<file path="src/rtl/mnrs_pkg.sv">
// mnrs_pkg: constants and types for the max non-negative run selector
// no dependencies
package mnrs_pkg;

   localparam int MAX_ITEMS   = 65536;
   localparam int SAMPLE_BITS = 32;

   localparam int POS_W   = 17;
   localparam int START_W = 16;
   localparam int LEN_W   = 17;
   localparam int SUM_W   = 47;

   localparam logic [SUM_W-1:0] SUM_MAX = {SUM_W{1'b1}};

   typedef struct packed {
      logic [SUM_W-1:0]   sum;
      logic [START_W-1:0] start;
      logic [LEN_W-1:0]   len;
   } run_type;

endpackage

</file>
<file path="src/rtl/max_nonneg_run_select_unit.sv">
// max_non_negative run selector, top level
// tracks the current and best run of non-negative samples, one item per cycle while req_ready is high
// depends on mnrs_pkg
//
// channel  direction  fields                                            handshake
// req      in         sample, last                                      req_valid / req_ready
// rsp      out        found, start_index, seg_length, seg_sum, too_long rsp_valid / rsp_ready
//
// one item per cycle while req_ready is high; the run add, the best compare
// and the result register form a single registered pass
// a result appears the cycle after its last item is accepted
// req_ready is low only while a result is held and rsp_ready is low
// reset (synchronous) clears run, best, position and the result valid
module max_nonneg_run_select_unit
   import mnrs_pkg::*;
(
   input  logic                      clock,
   input  logic                      reset,
   input  logic                      req_valid,
   output logic                      req_ready,
   input  logic signed [31:0]        req_sample,
   input  logic                      req_last,
   output logic                      rsp_valid,
   input  logic                      rsp_ready,
   output logic                      rsp_found,
   output logic [START_W-1:0]        rsp_start_index,
   output logic [LEN_W-1:0]          rsp_seg_length,
   output logic [SUM_W-1:0]          rsp_seg_sum,
   output logic                      rsp_too_long
);

   logic [POS_W-1:0]   position_ff, position_in;
   run_type            run_ff, run_in;
   run_type            best_ff, best_in;
   logic               overflowed_ff, overflowed_in;

   logic               rsp_valid_ff, rsp_valid_in;
   logic               rsp_found_ff, rsp_found_in;
   logic [START_W-1:0] rsp_start_index_ff, rsp_start_index_in;
   logic [LEN_W-1:0]   rsp_seg_length_ff, rsp_seg_length_in;
   logic [SUM_W-1:0]   rsp_seg_sum_ff, rsp_seg_sum_in;
   logic               rsp_too_long_ff, rsp_too_long_in;

   logic                   accept;
   logic [SAMPLE_BITS-1:0] raw;
   logic                   negative;
   logic                   in_range;
   logic [SUM_W:0]         sum_add;
   run_type                run_ext;
   run_type                run_cur;
   run_type                best_new;
   logic                   close_now;
   logic                   better;

   assign req_ready = !rsp_valid_ff || rsp_ready;
   assign accept    = req_valid && req_ready;

   always_comb begin
      raw      = req_sample[SAMPLE_BITS-1:0];
      negative = raw[SAMPLE_BITS-1];
      in_range = position_ff < POS_W'(MAX_ITEMS);

      sum_add = {1'b0, run_ff.sum} + (SUM_W+1)'(raw);
      run_ext.sum   = (sum_add > {1'b0, SUM_MAX}) ? SUM_MAX : sum_add[SUM_W-1:0];
      run_ext.len   = run_ff.len + LEN_W'(1);
      run_ext.start = (run_ff.len == '0) ? position_ff[START_W-1:0] : run_ff.start;

      run_cur   = (in_range && !negative) ? run_ext : run_ff;
      close_now = (in_range && negative) || req_last;

      better = (run_cur.len != '0) &&
               ((run_cur.sum > best_ff.sum) ||
                ((run_cur.sum == best_ff.sum) && (run_cur.len > best_ff.len)));
      best_new = (close_now && better) ? run_cur : best_ff;
   end

   always_comb begin
      position_in   = position_ff;
      run_in        = run_ff;
      best_in       = best_ff;
      overflowed_in = overflowed_ff;
      if (accept) begin
         if (req_last) begin
            position_in   = '0;
            run_in        = '0;
            best_in       = '0;
            overflowed_in = 1'b0;
         end else begin
            position_in   = in_range ? position_ff + POS_W'(1) : position_ff;
            run_in        = close_now ? '0 : run_cur;
            best_in       = best_new;
            overflowed_in = overflowed_ff || !in_range;
         end
      end
   end

   always_comb begin
      rsp_valid_in       = rsp_valid_ff;
      rsp_found_in       = rsp_found_ff;
      rsp_start_index_in = rsp_start_index_ff;
      rsp_seg_length_in  = rsp_seg_length_ff;
      rsp_seg_sum_in     = rsp_seg_sum_ff;
      rsp_too_long_in    = rsp_too_long_ff;
      if (rsp_valid_ff && rsp_ready) begin
         rsp_valid_in = 1'b0;
      end
      if (accept && req_last) begin
         rsp_valid_in       = 1'b1;
         rsp_found_in       = best_new.len != '0;
         rsp_start_index_in = best_new.start;
         rsp_seg_length_in  = best_new.len;
         rsp_seg_sum_in     = best_new.sum;
         rsp_too_long_in    = overflowed_ff || !in_range;
      end
   end

   always_ff @(posedge clock) begin
      if (reset) begin
         position_ff   <= '0;
         run_ff        <= '0;
         best_ff       <= '0;
         overflowed_ff <= 1'b0;
         rsp_valid_ff  <= 1'b0;
      end else begin
         position_ff   <= position_in;
         run_ff        <= run_in;
         best_ff       <= best_in;
         overflowed_ff <= overflowed_in;
         rsp_valid_ff  <= rsp_valid_in;
      end
   end

   // result payload
   always_ff @(posedge clock) begin
      rsp_found_ff       <= rsp_found_in;
      rsp_start_index_ff <= rsp_start_index_in;
      rsp_seg_length_ff  <= rsp_seg_length_in;
      rsp_seg_sum_ff     <= rsp_seg_sum_in;
      rsp_too_long_ff    <= rsp_too_long_in;
   end

   assign rsp_valid       = rsp_valid_ff;
   assign rsp_found       = rsp_found_ff;
   assign rsp_start_index = rsp_start_index_ff;
   assign rsp_seg_length  = rsp_seg_length_ff;
   assign rsp_seg_sum     = rsp_seg_sum_ff;
   assign rsp_too_long    = rsp_too_long_ff;

endmodule
</file>
<file path="config.mk">
export PLATFORM = sky130hd
export DESIGN_NAME = max_nonneg_run_select_unit
export DESIGN_NICKNAME = d
export VERILOG_FILES = /design/src/rtl/mnrs_pkg.sv /design/src/rtl/max_nonneg_run_select_unit.sv
export SDC_FILE = /design/constraint.sdc
export NUM_CORES = 1
export LEC_CHECK = 0
export BUFFER_PORTS_ARGS = -buffer_cell sky130_fd_sc_hd__clkbuf_2
export CAP_MARGIN = 20
export CELL_PAD_IN_SITES_DETAIL_PLACEMENT = 0
export CELL_PAD_IN_SITES_GLOBAL_PLACEMENT = 1
export CORE_ASPECT_RATIO = 0.5
export CORE_UTILIZATION = 50
export DETAILED_ROUTE_END_ITERATION = 7
export PLACE_DENSITY_LB_ADDON = 0.3
export SLEW_MARGIN = 30
export SYNTH_ARGS = -nofsm -noshare
export SYNTH_HDL_FRONTEND = slang
export SYNTH_SLANG_ARGS = --single-unit
</file>
<file path="constraint.sdc">
create_clock -name clock -period 14.4 [get_ports clock]
set_clock_uncertainty 0.2 [all_clocks]
set_input_delay 1.44 -clock clock [delete_from_list [all_inputs] [get_ports clock]]
set_output_delay 1.44 -clock clock [all_outputs]
set_load 0.1 [all_outputs]
</file>
==> metrics.txt <==
DRC viols 0; CTS max path bufs 3; setup tns final 0 ns; Setup WS pre-CTS 5.27 ns; Starting DRT DRC Count roughly 900; CTS Buf Count 25; max cap viols 0; Max IR drop VDD about 67 uV; final core occ between 50% and 60%; Port Buffers 120; Startpoint Class input port; vias between 10,000 and 15,000; largest net degree at the start of global routing 81; Final Cycle Share between 60% and 70%; critical path class in2reg; Final setup viols 0; R2R Path Start run_ff[59]$_SDFFE_PP0P_; gr ovfl total 0; Synthesis Warnings 0; Worst EP required between 10 and 15 ns; Avg Cell Area, Syn 9.39 um2; LEAKAGE 6.45 nW; status complete, no violations; CP Max Fanout 80; cell count after synthesis roughly 1,500; Chip Width roughly 240 um; core area around 28,000 um2; row cnt 43; Final WS setup around 5.7 ns; Fillers about 2,500; Power Dens Cells 108 nW/um2; synthesized area ~14,000 um2; CTS root buf clkbuf_16; drt via density approximately 5.9; Starting Density just over 50%; final hold viol count 0; Hold Buf Count CTS 0; Die ar. between 20,000 and 30,000 um2; GR Util All Layers around a quarter; final net count roughly 1,700; Slew HR a little over a third; RSZ-0062 raised after global routing no; Post-synth ARST share 0%; #FFs+latches synth 261; clock-pin slew on the worst setup and hold paths roughly 0.06 ns; area grow syn2layout 11.4%; CTS Sinks 261; crit path from req_sample[26]; H-tree depth 1; Ant. Diodes 0; actual slew at the worst max-slew pin a little under 1 ns; Avg WL per Cell 18.3 um; Post-CTS Setup Repair Bufs 0; CTS tree done; first-pass GRT wire length approximately 58,000 um; First-pass DRT Iterations 5; hold path start best_ff[30]$_SDFFE_PP0P_; Synth Flop Type dfxtp_1; Slew Viols, Final 0; Yosys cell types between 70 and 80; GPL Wtd Cong roughly 0.86; Min-Delay Path Class reg2reg; number of flops mapped to enable cells by yosys 82; Routed Antenna Nets 0; top achievable clock speed around 0.11 GHz; crit end category flop; min Tclk post-route around 9 ns; Clk Latency, worst-skew pair ~0.52 ns; Hold WS 0.265 ns; drt total wl approximately 37,000 um; Seq/Total Area, Yosys about 42%; Synth Net Count between 1,500 and 2,000; Final HPWL DP 26,000 um; # IOs ~120; PostCTS Resize Cnt 0; share of layout cells above drive strength 1 13.3%; Crit path arrival time 8.95 ns; initial antenna violation count 0; Die Height approximately 120 um; vias in the first global route 10,900
[metrics by stage]
step	cells	area [um2]	power, mW
3_5_place_dp	1954	15200	1.05
2_1_floorplan	1531	14400	0.995
5_1_grt	1999	16000	1.79
6_report	1999	16000	1.73
4_1_cts	1999	16000	1.74
3_3_place_gp	1954	15200	1.05
[critical path: stages]
cell	delay (ns)
clkbuf_2	0.09
ha_1	0.40
a21oi_1	0.22
o21ai_0	0.13
a2111oi_0	0.49
or3_1	0.22
a2bb2oi_1	0.38
a2111o_1	0.69
buf_4	0.42
and2_1	0.19
a31oi_1	0.11
ha_1	0.33
nand4_1	0.10
or2_1	0.28
or4_1	0.59
or3_1	0.45
o221a_1	0.29
a211oi_4	0.18
buf_4	0.34
buf_4	0.69
a21oi_4	0.10
buf_4	0.42
a22o_1	0.31
[cell type report]
type | count | area (um2) | area share, %
repair buffers | 136 | 721 | 4.50
clock inverters | 16 | 206 | 1.29
inverters | 81 | 304 | 1.90
clock buffers | 29 | 651 | 4.06
multi-input cells | 1094 | 7610 | 47.5
flip-flops and latches | 261 | 6050 | 37.7
well taps | 382 | 478 | 2.98
[synthesized netlist by cell type, types with 3 or more instances]
library cell	n	area share, %
ha_1	99	8.6
xnor2_1	29	1.8
mux2i_1	7	0.49
a22oi_1	43	2.2
a211oi_1	4	0.21
a211oi_2	3	0.26
nand2b_1	4	0.17
and4_1	8	0.49
o21ai_1	38	1.3
nor4_1	11	0.48
buf_2	20	0.70
a31oi_1	27	1.2
o2bb2ai_1	6	0.37
inv_1	81	2.1
or2_2	5	0.22
o211ai_1	28	1.5
nand2_1	144	3.8
edfxtp_1	82	17
nand3_1	32	1.1
nor2_1	110	2.9
and2_1	9	0.39
nand4_1	23	1.0
nor3b_1	3	0.16
and3_1	21	0.91
nor2b_1	9	0.39
or2_1	3	0.13
a22o_1	105	6.4
o21bai_1	6	0.31
xor2_1	29	1.8
clkbuf_1	57	1.5
mux2_1	34	2.7
o21a_1	5	0.26
or4_1	5	0.26
a221o_1	3	0.21
a221oi_1	4	0.24
o21ai_0	55	1.9
buf_4	15	0.78
or3_1	12	0.52
dfxtp_1	179	25
nor3_1	17	0.59
a21oi_1	78	2.7
a211o_1	3	0.18
mux2_2	18	1.4
a21o_1	21	1.1
[final timing paths]
check	cells after the start	end	slack, ns
min	1	best_ff[30]$_SDFFE_PP0P_	0.27
min reg2reg	1	best_ff[30]$_SDFFE_PP0P_	0.27
max reg2reg	22	best_ff[2]$_SDFFE_PP0P_	6.32
max	23	best_ff[2]$_SDFFE_PP0P_	5.66
[sequential cells by signal, indices dropped and copies added (netlist names)]
signal	flops
best_ff	80
overflowed_ff	1
position_ff	17
rsp_found	1
rsp_seg_length	17
rsp_seg_sum	47
rsp_start_index	16
rsp_too_long	1
rsp_valid	1
run_ff	80
[cells in the final DEF (no fill, tap or decap), types with 18 or more instances in the layout]
cell type,count
dfxtp_1,179
nand2_1,144
clkbuf_2,120
nor2_1,108
a22o_1,105
ha_1,99
edfxtp_1,82
inv_1,81
a21oi_1,78
o21ai_0,55
a22oi_1,43
o21ai_1,37
mux2_1,34
nand3_1,32
xnor2_1,29
xor2_1,29
o211ai_1,28
a31oi_1,27
clkbuf_16,25
nand4_1,23
a21o_1,21
and3_1,20
mux2_2,18
[per-layer routing]
metal  part of all wire (%)  vias up  track usage (%)
met5                      0        -                0
met4                    1.5        0             4.23
met3                    6.5       41             3.77
met2                     44      339             38.9
met1                     48     5634             34.8
li1                       -     5770                -
[cells by family after synthesis]
kind of cell / synth area share [%]
buf+inv: 5.21
mux: 4.56
xor+xnor: 3.53
simple gates: 14.1
compound gates: 21.7
flops: 42.1
fa+ha+maj: 8.76
[power by group]
part | switching (mW) | leakage [nW] | internal [mW]
clock | 0.288 | 0.420 | 0.413
sequential | 0.00698 | 2.22 | 0.774
combinational | 0.192 | 3.81 | 0.0607
(Power assumes the default switching activity.)
